[config.mk]
export PLATFORM = sky130hd
export DESIGN_NAME = bss_ctrl
export DESIGN_NICKNAME = d
export VERILOG_FILES = /design/src/hdl/bss_pkg.sv /design/src/hdl/bss_ctrl.sv
export SDC_FILE = /design/constraint.sdc
export NUM_CORES = 1
export LEC_CHECK = 0
export BUFFER_PORTS_ARGS = -buffer_cell sky130_fd_sc_hd__buf_2
export CORE_AREA = 2 2 39 41
export DETAILED_ROUTE_END_ITERATION = 8
export DIE_AREA = 0 0 41 43
export GPL_TIMING_DRIVEN = 0
export PLACE_DENSITY_LB_ADDON = 0.3
export SYNTH_ARGS = -nofsm -noshare
export SYNTH_HDL_FRONTEND = slang
export SYNTH_SLANG_ARGS = --single-unit
[constraint.sdc]
create_clock -name clock -period 2.7 [get_ports clock]
set_clock_uncertainty 0.2 [all_clocks]
set_input_delay 0.81 -clock clock [delete_from_list [all_inputs] [get_ports clock]]
set_output_delay 0.81 -clock clock [all_outputs]
set_load 0.01 [all_outputs]
[src/hdl/bss_pkg.sv]
// Package for the bounded stack set engine: command, status and state codes,
// port field widths and the structs between controller and datapath.
// No dependencies.
`default_nettype none

package bss_pkg;

   // Fixed field widths of the streaming ports.
   localparam int PUSH_VALUE_W  = 32;
   localparam int STACK_INDEX_W = 6;
   localparam int REQ_DATA_W    = 40;
   localparam int RSP_DATA_W    = 32;
   localparam int CODE_W        = 2;
   localparam int CAP_W         = 5;
   localparam int WIDE_W        = 64;
   localparam int CAP_RESET     = 16;

   // Request kinds carried on req_tuser.
   typedef enum logic [CODE_W-1:0] {
      CMD_PUSH   = 2'd0,
      CMD_POP    = 2'd1,
      CMD_POP_AT = 2'd2
   } cmd_type;

   // Result status carried on rsp_tuser.
   typedef enum logic [CODE_W-1:0] {
      ST_DONE = 2'd0,
      ST_NONE = 2'd1,
      ST_FULL = 2'd2
   } stat_type;

   // Controller states.
   typedef enum logic [2:0] {
      S_IDLE,
      S_DECODE,
      S_FETCH,
      S_EXAMINE,
      S_FINISH
   } state_type;

   // Commands from the controller to the datapath.
   typedef struct packed {
      logic     accept;
      logic     fetch;
      logic     step_up;
      logic     step_down;
      logic     write_push;
      logic     open_new;
      logic     take;
      logic     set_result;
      stat_type result_code;
      logic     load_rsp;
   } ctl_cmd_type;

   // Status from the datapath to the controller.
   typedef struct packed {
      cmd_type cmd;
      logic    index_bad;
      logic    has_room;
      logic    is_empty;
      logic    at_last;
      logic    at_zero;
      logic    can_open;
      logic    rsp_busy;
   } dp_flags_type;

endpackage

`default_nettype wire

[src/hdl/bss_ctrl.sv]
// Controller state machine of the stack set engine: sequences the stack
// scans, pushes and pops. Depends on bss_pkg.
`default_nettype none

module bss_ctrl import bss_pkg::*; (
   input  wire logic         clock,
   input  wire logic         reset,
   input  wire logic         req_tvalid,
   output logic              req_tready,
   input  wire dp_flags_type flags,
   output ctl_cmd_type       cmd
);

   state_type state_ff;
   state_type state_in;

   // State register.
   always_ff @(posedge clock) begin
      if (reset) begin
         state_ff <= S_IDLE;
      end else begin
         state_ff <= state_in;
      end
   end

   // Next state and commands.
   always_comb begin
      state_in        = state_ff;
      cmd             = '0;
      cmd.result_code = ST_DONE;
      req_tready      = 1'b0;
      unique case (state_ff)
         S_IDLE: begin
            req_tready = 1'b1;
            if (req_tvalid) begin
               cmd.accept = 1'b1;
               state_in   = S_DECODE;
            end
         end
         S_DECODE: begin
            unique case (flags.cmd)
               CMD_PUSH, CMD_POP: begin
                  cmd.fetch = 1'b1;
                  state_in  = S_EXAMINE;
               end
               CMD_POP_AT: begin
                  if (flags.index_bad) begin
                     cmd.set_result  = 1'b1;
                     cmd.result_code = ST_NONE;
                     state_in        = S_FINISH;
                  end else begin
                     cmd.fetch = 1'b1;
                     state_in  = S_EXAMINE;
                  end
               end
               default: begin
                  // An unknown command changes nothing and reports done.
                  cmd.set_result = 1'b1;
                  state_in       = S_FINISH;
               end
            endcase
         end
         S_FETCH: begin
            cmd.fetch = 1'b1;
            state_in  = S_EXAMINE;
         end
         S_EXAMINE: begin
            unique case (flags.cmd)
               CMD_PUSH: begin
                  priority if (flags.has_room) begin
                     cmd.write_push = 1'b1;
                     cmd.set_result = 1'b1;
                     state_in       = S_FINISH;
                  end else if (!flags.at_last) begin
                     cmd.step_up = 1'b1;
                     state_in    = S_FETCH;
                  end else if (flags.can_open) begin
                     cmd.write_push = 1'b1;
                     cmd.open_new   = 1'b1;
                     cmd.set_result = 1'b1;
                     state_in       = S_FINISH;
                  end else begin
                     cmd.set_result  = 1'b1;
                     cmd.result_code = ST_FULL;
                     state_in        = S_FINISH;
                  end
               end
               CMD_POP: begin
                  // Drop trailing empty stacks before taking a value.
                  priority if (flags.is_empty && !flags.at_zero) begin
                     cmd.step_down = 1'b1;
                     state_in      = S_FETCH;
                  end else if (flags.is_empty) begin
                     cmd.set_result  = 1'b1;
                     cmd.result_code = ST_NONE;
                     state_in        = S_FINISH;
                  end else begin
                     cmd.take       = 1'b1;
                     cmd.set_result = 1'b1;
                     state_in       = S_FINISH;
                  end
               end
               CMD_POP_AT: begin
                  cmd.set_result = 1'b1;
                  state_in       = S_FINISH;
                  if (flags.is_empty) begin
                     cmd.result_code = ST_NONE;
                  end else begin
                     cmd.take = 1'b1;
                  end
               end
               default: begin
                  cmd.set_result = 1'b1;
                  state_in       = S_FINISH;
               end
            endcase
         end
         S_FINISH: begin
            // Wait until the output register is free.
            if (!flags.rsp_busy) begin
               cmd.load_rsp = 1'b1;
               state_in     = S_IDLE;
            end
         end
         default: begin
            state_in = S_IDLE;
         end
      endcase
   end

endmodule

`default_nettype wire

## Word level (Yosys, flattened, before mapping)

Cells that the tools add are included.

- Bits in registers: 3
- Output and inout bits: 12

- Eq/ne operators: 8
- Mux-type cells: 42
- Reduce and logical (&&, ||, !) cells: 6

Operators by type and width:

| cell | count |
|---|---|
| 2-to-1 mux 3 bit | 8 |
| case mux 3 bit (2 select lines) | 3 |
| 2-to-1 mux 1 bit | 16 |
| case mux 3 bit (5 select lines) | 1 |
| 2-to-1 mux 2 bit | 6 |
| case mux 1 bit (2 select lines) | 5 |
| equality test 3 x 2 -> 1 bit, second input constant | 2 |
| case mux 2 bit (3 select lines) | 1 |
| 2-to-1 mux 5 bit | 1 |
| 2-to-1 mux 4 bit | 1 |
| != test 2 bit, second input constant | 2 |
| equality test 3 x 1 -> 1 bit, second input constant | 1 |
| equality test 3 bit, second input constant | 1 |
| logical NOT 3 bit | 1 |
| equality test 2 x 1 -> 1 bit, second input constant | 1 |
| equality test 2 bit, second input constant | 1 |
| logical NOT 2 bit | 1 |
| AND reduction 2 bit | 1 |
| OR reduction 2 bit | 1 |
| logical AND 1 bit | 1 |
| logical NOT 1 bit | 1 |

## Depth between registers and ports, before layout

- Depth after elaboration: 5
- Gate-level depth with buffers: 5
- Gate-level depth less buffers: 5

## Least setup slack after synthesis

Ideal clock, no wire load.

- Kind: input to output
- From: in flags[8] (netlist name)
- To: out cmd[1] (netlist name)
- Data arrival time: 1.672 ns
- Data required time: 1.690 ns
- Slack: 0.018 ns
- Stages on the path: 5
- Path buffers: 0
- Cells stage by stage: inv_1 > ha_1 > a21oi_1 > o32a_1 > nor2_1

RTL lines:

| element | RTL line | text |
|---|---|---|
| start: declaration | bss_ctrl.sv:10 | `input wire dp_flags_type flags,` |
| end: declaration | bss_ctrl.sv:11 | `output ctl_cmd_type cmd` |

==> results.py <==
metrics = {
    "status": {
        "run_status": "complete, but fails checks",
        "violations": "setup timing",
    },
    "logic_synthesis": {
        "ys_ff_latch": 3,
        "yosys-top-cells-area": "ha_1 (14%), dfxtp_1 (13%), nor2_1 (7.5%)",
        "synth_top_family_by_area": "simple AND/OR/NAND/NOR gates",
        "syn_area_per_cell_sq_um": 7.88,
        "synth_warnings": 0,
        "synth_compound_area_share_pct": 18.4,
        "syn-cell-area_sq_um": 449,
        "syn_nets": 74,
        "synth.distinct_cells": 31,
        "synth_mux_area_share_pct": 0,
        "ys_seq_area_share_pct": 13.4,
        "yosys.area_share.adder_pct": 13.9,
        "synth-xor-area-share_pct": 0,
        "synth_simple_gate_area_share_pct": 48.5,
        "synthCells": 57,
        "synth_top_area_share_pct": 13.9,
        "yosysTopAreaCell": "ha_1",
    },
    "sta": {
        "final-max-slew-violation-count": 0,
        "finalHoldViolCount": 0,
        "clock.fmax_mhz": 361,
        "final.setup.worst_slack_ns": -0.0706,
        "setup_violations": 4,
        "period_needed_ns": 2.77,
        "whs_ns": 0.408,
        "maxSlewHeadroom_pct": 77.7,
        "tightest_slew_ns": 0.335,
        "finalSetupTns_ns": -0.112,
        "rsz0062_at_grt": "yes",
        "fin_crit_sh_pct": 103,
    },
    "power": {
        "leakage_nw": 0.364,
        "ir_drop_mv": 0.166,
        "power.density_nw_per_um2": 285,
    },
    "cells_and_area": {
        "reg_top3": "state_ff: 3 flops",
        "final_util_pct": 59.0,
        "top_register": "state_ff",
        "instances_no_fill": 107,
        "largest_register_ffs": 3,
        "fin_area_sq_um": 816,
        "diodes": 0,
        "area_growth_pct": 81.6,
        "drive_gt1_share_pct": 57.1,
        "nFillCells": 123,
        "nNetsFinal": 109,
    },
    "clock_network": {
        "cts.sinks": 3,
        "cts_buffer_depth": 2,
        "cts_buffers": 3,
        "cts_tree": "built",
        "clkTransAtPathRegs_ns": 0.04,
        "insertion_delay_ns": 0.24,
        "cts_hold_buf": 0,
        "cts_root_buffer": "clkbuf_4",
        "cts_max_level": 1,
    },
    "detailed_routing": {
        "totalWireLength_mm": 1.49,
        "drt_first_pass_iters": 4,
        "post-route-drc-count": 0,
        "avgViaCountPerCell": 5.37,
        "ant_nets": 0,
        "vias": 575,
        "drtIter0Drc": 22,
        "wl_per_cell_um": 13.9,
    },
    "hold_path": {
        "hold_class": "flip-flop to flip-flop",
        "holdCritStartpoint": "state_ff[0]",
        "hold_depth": 2,
        "hold_end": "state_ff[0]",
    },
    "floorplan": {
        "fp-row-count": 14,
        "die_x_um": 41,
        "io-pin-count": 24,
        "die-area_sq_um": 1760,
        "core_sq_um": 1380,
        "die_h_um": 43,
        "initial_utilization_pct": 32.5,
    },
    "setup_path": {
        "r2r_start": "state_ff[2]",
        "rr_endpoint": "state_ff[2]",
        "arrival_ns": 1.76,
        "ff2ff_path_depth": 5,
        "critical-path-max-stage-delay_ns": 0.28,
        "rrSetupSlack_ns": 1.12,
        "crit_chain": "buf_12 > inv_8 > ha_4 > buf_4 > nor2_1 > and4bb_2 > buf_6",
        "end_kind": "primary output",
        "slowest_stage": "and4bb_2",
        "cp_data_required_time_ns": 1.69,
        "startpoint_type": "primary input",
        "critPathKind": "primary input to primary output",
        "worst-path-max-fanout": 5,
    },
    "flow_run": {
        "cap_viol_max_count": 0,
    },
    "grt": {
        "grt_pass1_wl_mm": 2.10,
        "grt_pass1_vias": 486,
        "track_usage_pct": 17.6,
        "grt_overflow": 0,
        "antenna_found_initial": 0,
        "grt_max_degree": 11,
    },
    "placed_design": {
        "place_congestion": 0.677,
        "hpwl_um": 830,
        "io_buffers": 23,
        "dpl.cell_count": 96,
        "placed_area_sq_um": 584,
    },
}
## synthesized netlist by cell type
cell,count
a41oi_2,1
o221ai_1,1
a31oi_1,1
and4bb_2,1
nand2b_1,1
nor2b_1,2
buf_4,1
nand3b_1,3
ha_1,5
o21bai_1,1
buf_6,1
and2_1,3
or3b_1,1
o311ai_0,1
nand2_1,4
and4_1,2
nor4b_1,1
nor2_1,9
and3b_2,1
a211oi_1,1
or2b_2,1
nor3_1,1
dfxtp_1,3
and3b_1,1
nor3b_1,1
o32a_1,1
o31ai_1,1
a21oi_1,2
nand3_1,2
inv_1,2
or3_4,1
## layer usage
layer	wire [um]	global-route usage [%]	vias to the layer above
li1	-	-	280
met1	556	20.1	261
met2	800	28.7	27
met3	81	3.14	7
met4	49	10.0	0
met5	0	0	-
## worst max-delay path by stage
stage,depth (start not counted),to,slack (ns),startpoint
6_report,7,cmd[4],-0.07,flags[8]
5_1_grt,7,cmd[4],-0.09,flags[8]
4_1_cts,7,cmd[3],-0.03,flags[7]
3_5_place_dp,7,cmd[1],-0.28,flags[8]
3_3_place_gp,7,cmd[1],-0.25,flags[8]
2_1_floorplan,5,cmd[1],0.02,flags[8]
## cells by family (layout without fill, tap and decap cells)
group / Yosys count / in the layout
buf+inv: 4 / 38
simple gates: 35 / 35
flops: 3 / 3
fa+ha+maj: 5 / 5
compound gates: 10 / 10
## cell usage in the layout, fill, tap and decap left out, types with 2 or more instances in the layout
cell type	count
buf_6	3
buf_12	2
nand2_1	4
nor2_1	9
buf_4	8
inv_8	2
nor2b_1	2
ha_4	4
and4_1	2
and2_1	3
nand3b_1	3
clkbuf_4	3
dfxtp_1	3
buf_2	19
## stage by stage
stage               worst slack, ns  power [W]
floorplan                    0.0182  0.0000915
global placement             -0.248   0.000116
detailed placement           -0.281   0.000117
CTS                         -0.0345   0.000228
global route                -0.0918   0.000248
finish                      -0.0706   0.000232
## cell type report
| cell class | count | area [sq um] | area share [%] |
|---|---|---|---|
| Buffer | 2 | 18.8 | 2.30 |
| Clock buffer | 4 | 26.3 | 3.22 |
| Inverter | 2 | 22.5 | 2.76 |
| Multi-Input combinational cell | 50 | 458 | 56.1 |
| Sequential cell | 3 | 60.1 | 7.36 |
| Tap cell | 16 | 20.0 | 2.45 |
| Timing Repair Buffer | 30 | 210 | 25.8 |
## critical path, delay by kind of cell
family,cells,cell delay (ns)
and+or+nand+nor,2,0.39
buffers and inverters,4,0.39
adders and majority gates,1,0.17
## repair_timing
item	in CTS	in global routing
buffers inserted	7	0
pin swaps	8	6
setup endpoints to repair	6	5
resized for setup	29	5
endpoints found under the hold margin	0	0
## where the power goes
part | switching, W | internal (W) | leakage (nW)
Combinational | 0.0000459 | 0.0000514 | 0.324
Sequential | 0.00000557 | 0.0000479 | 0.0246
Clock | 0.0000258 | 0.0000555 | 0.0150
Total | 0.0000773 | 0.000155 | 0.364
(Power assumes the default switching activity.)
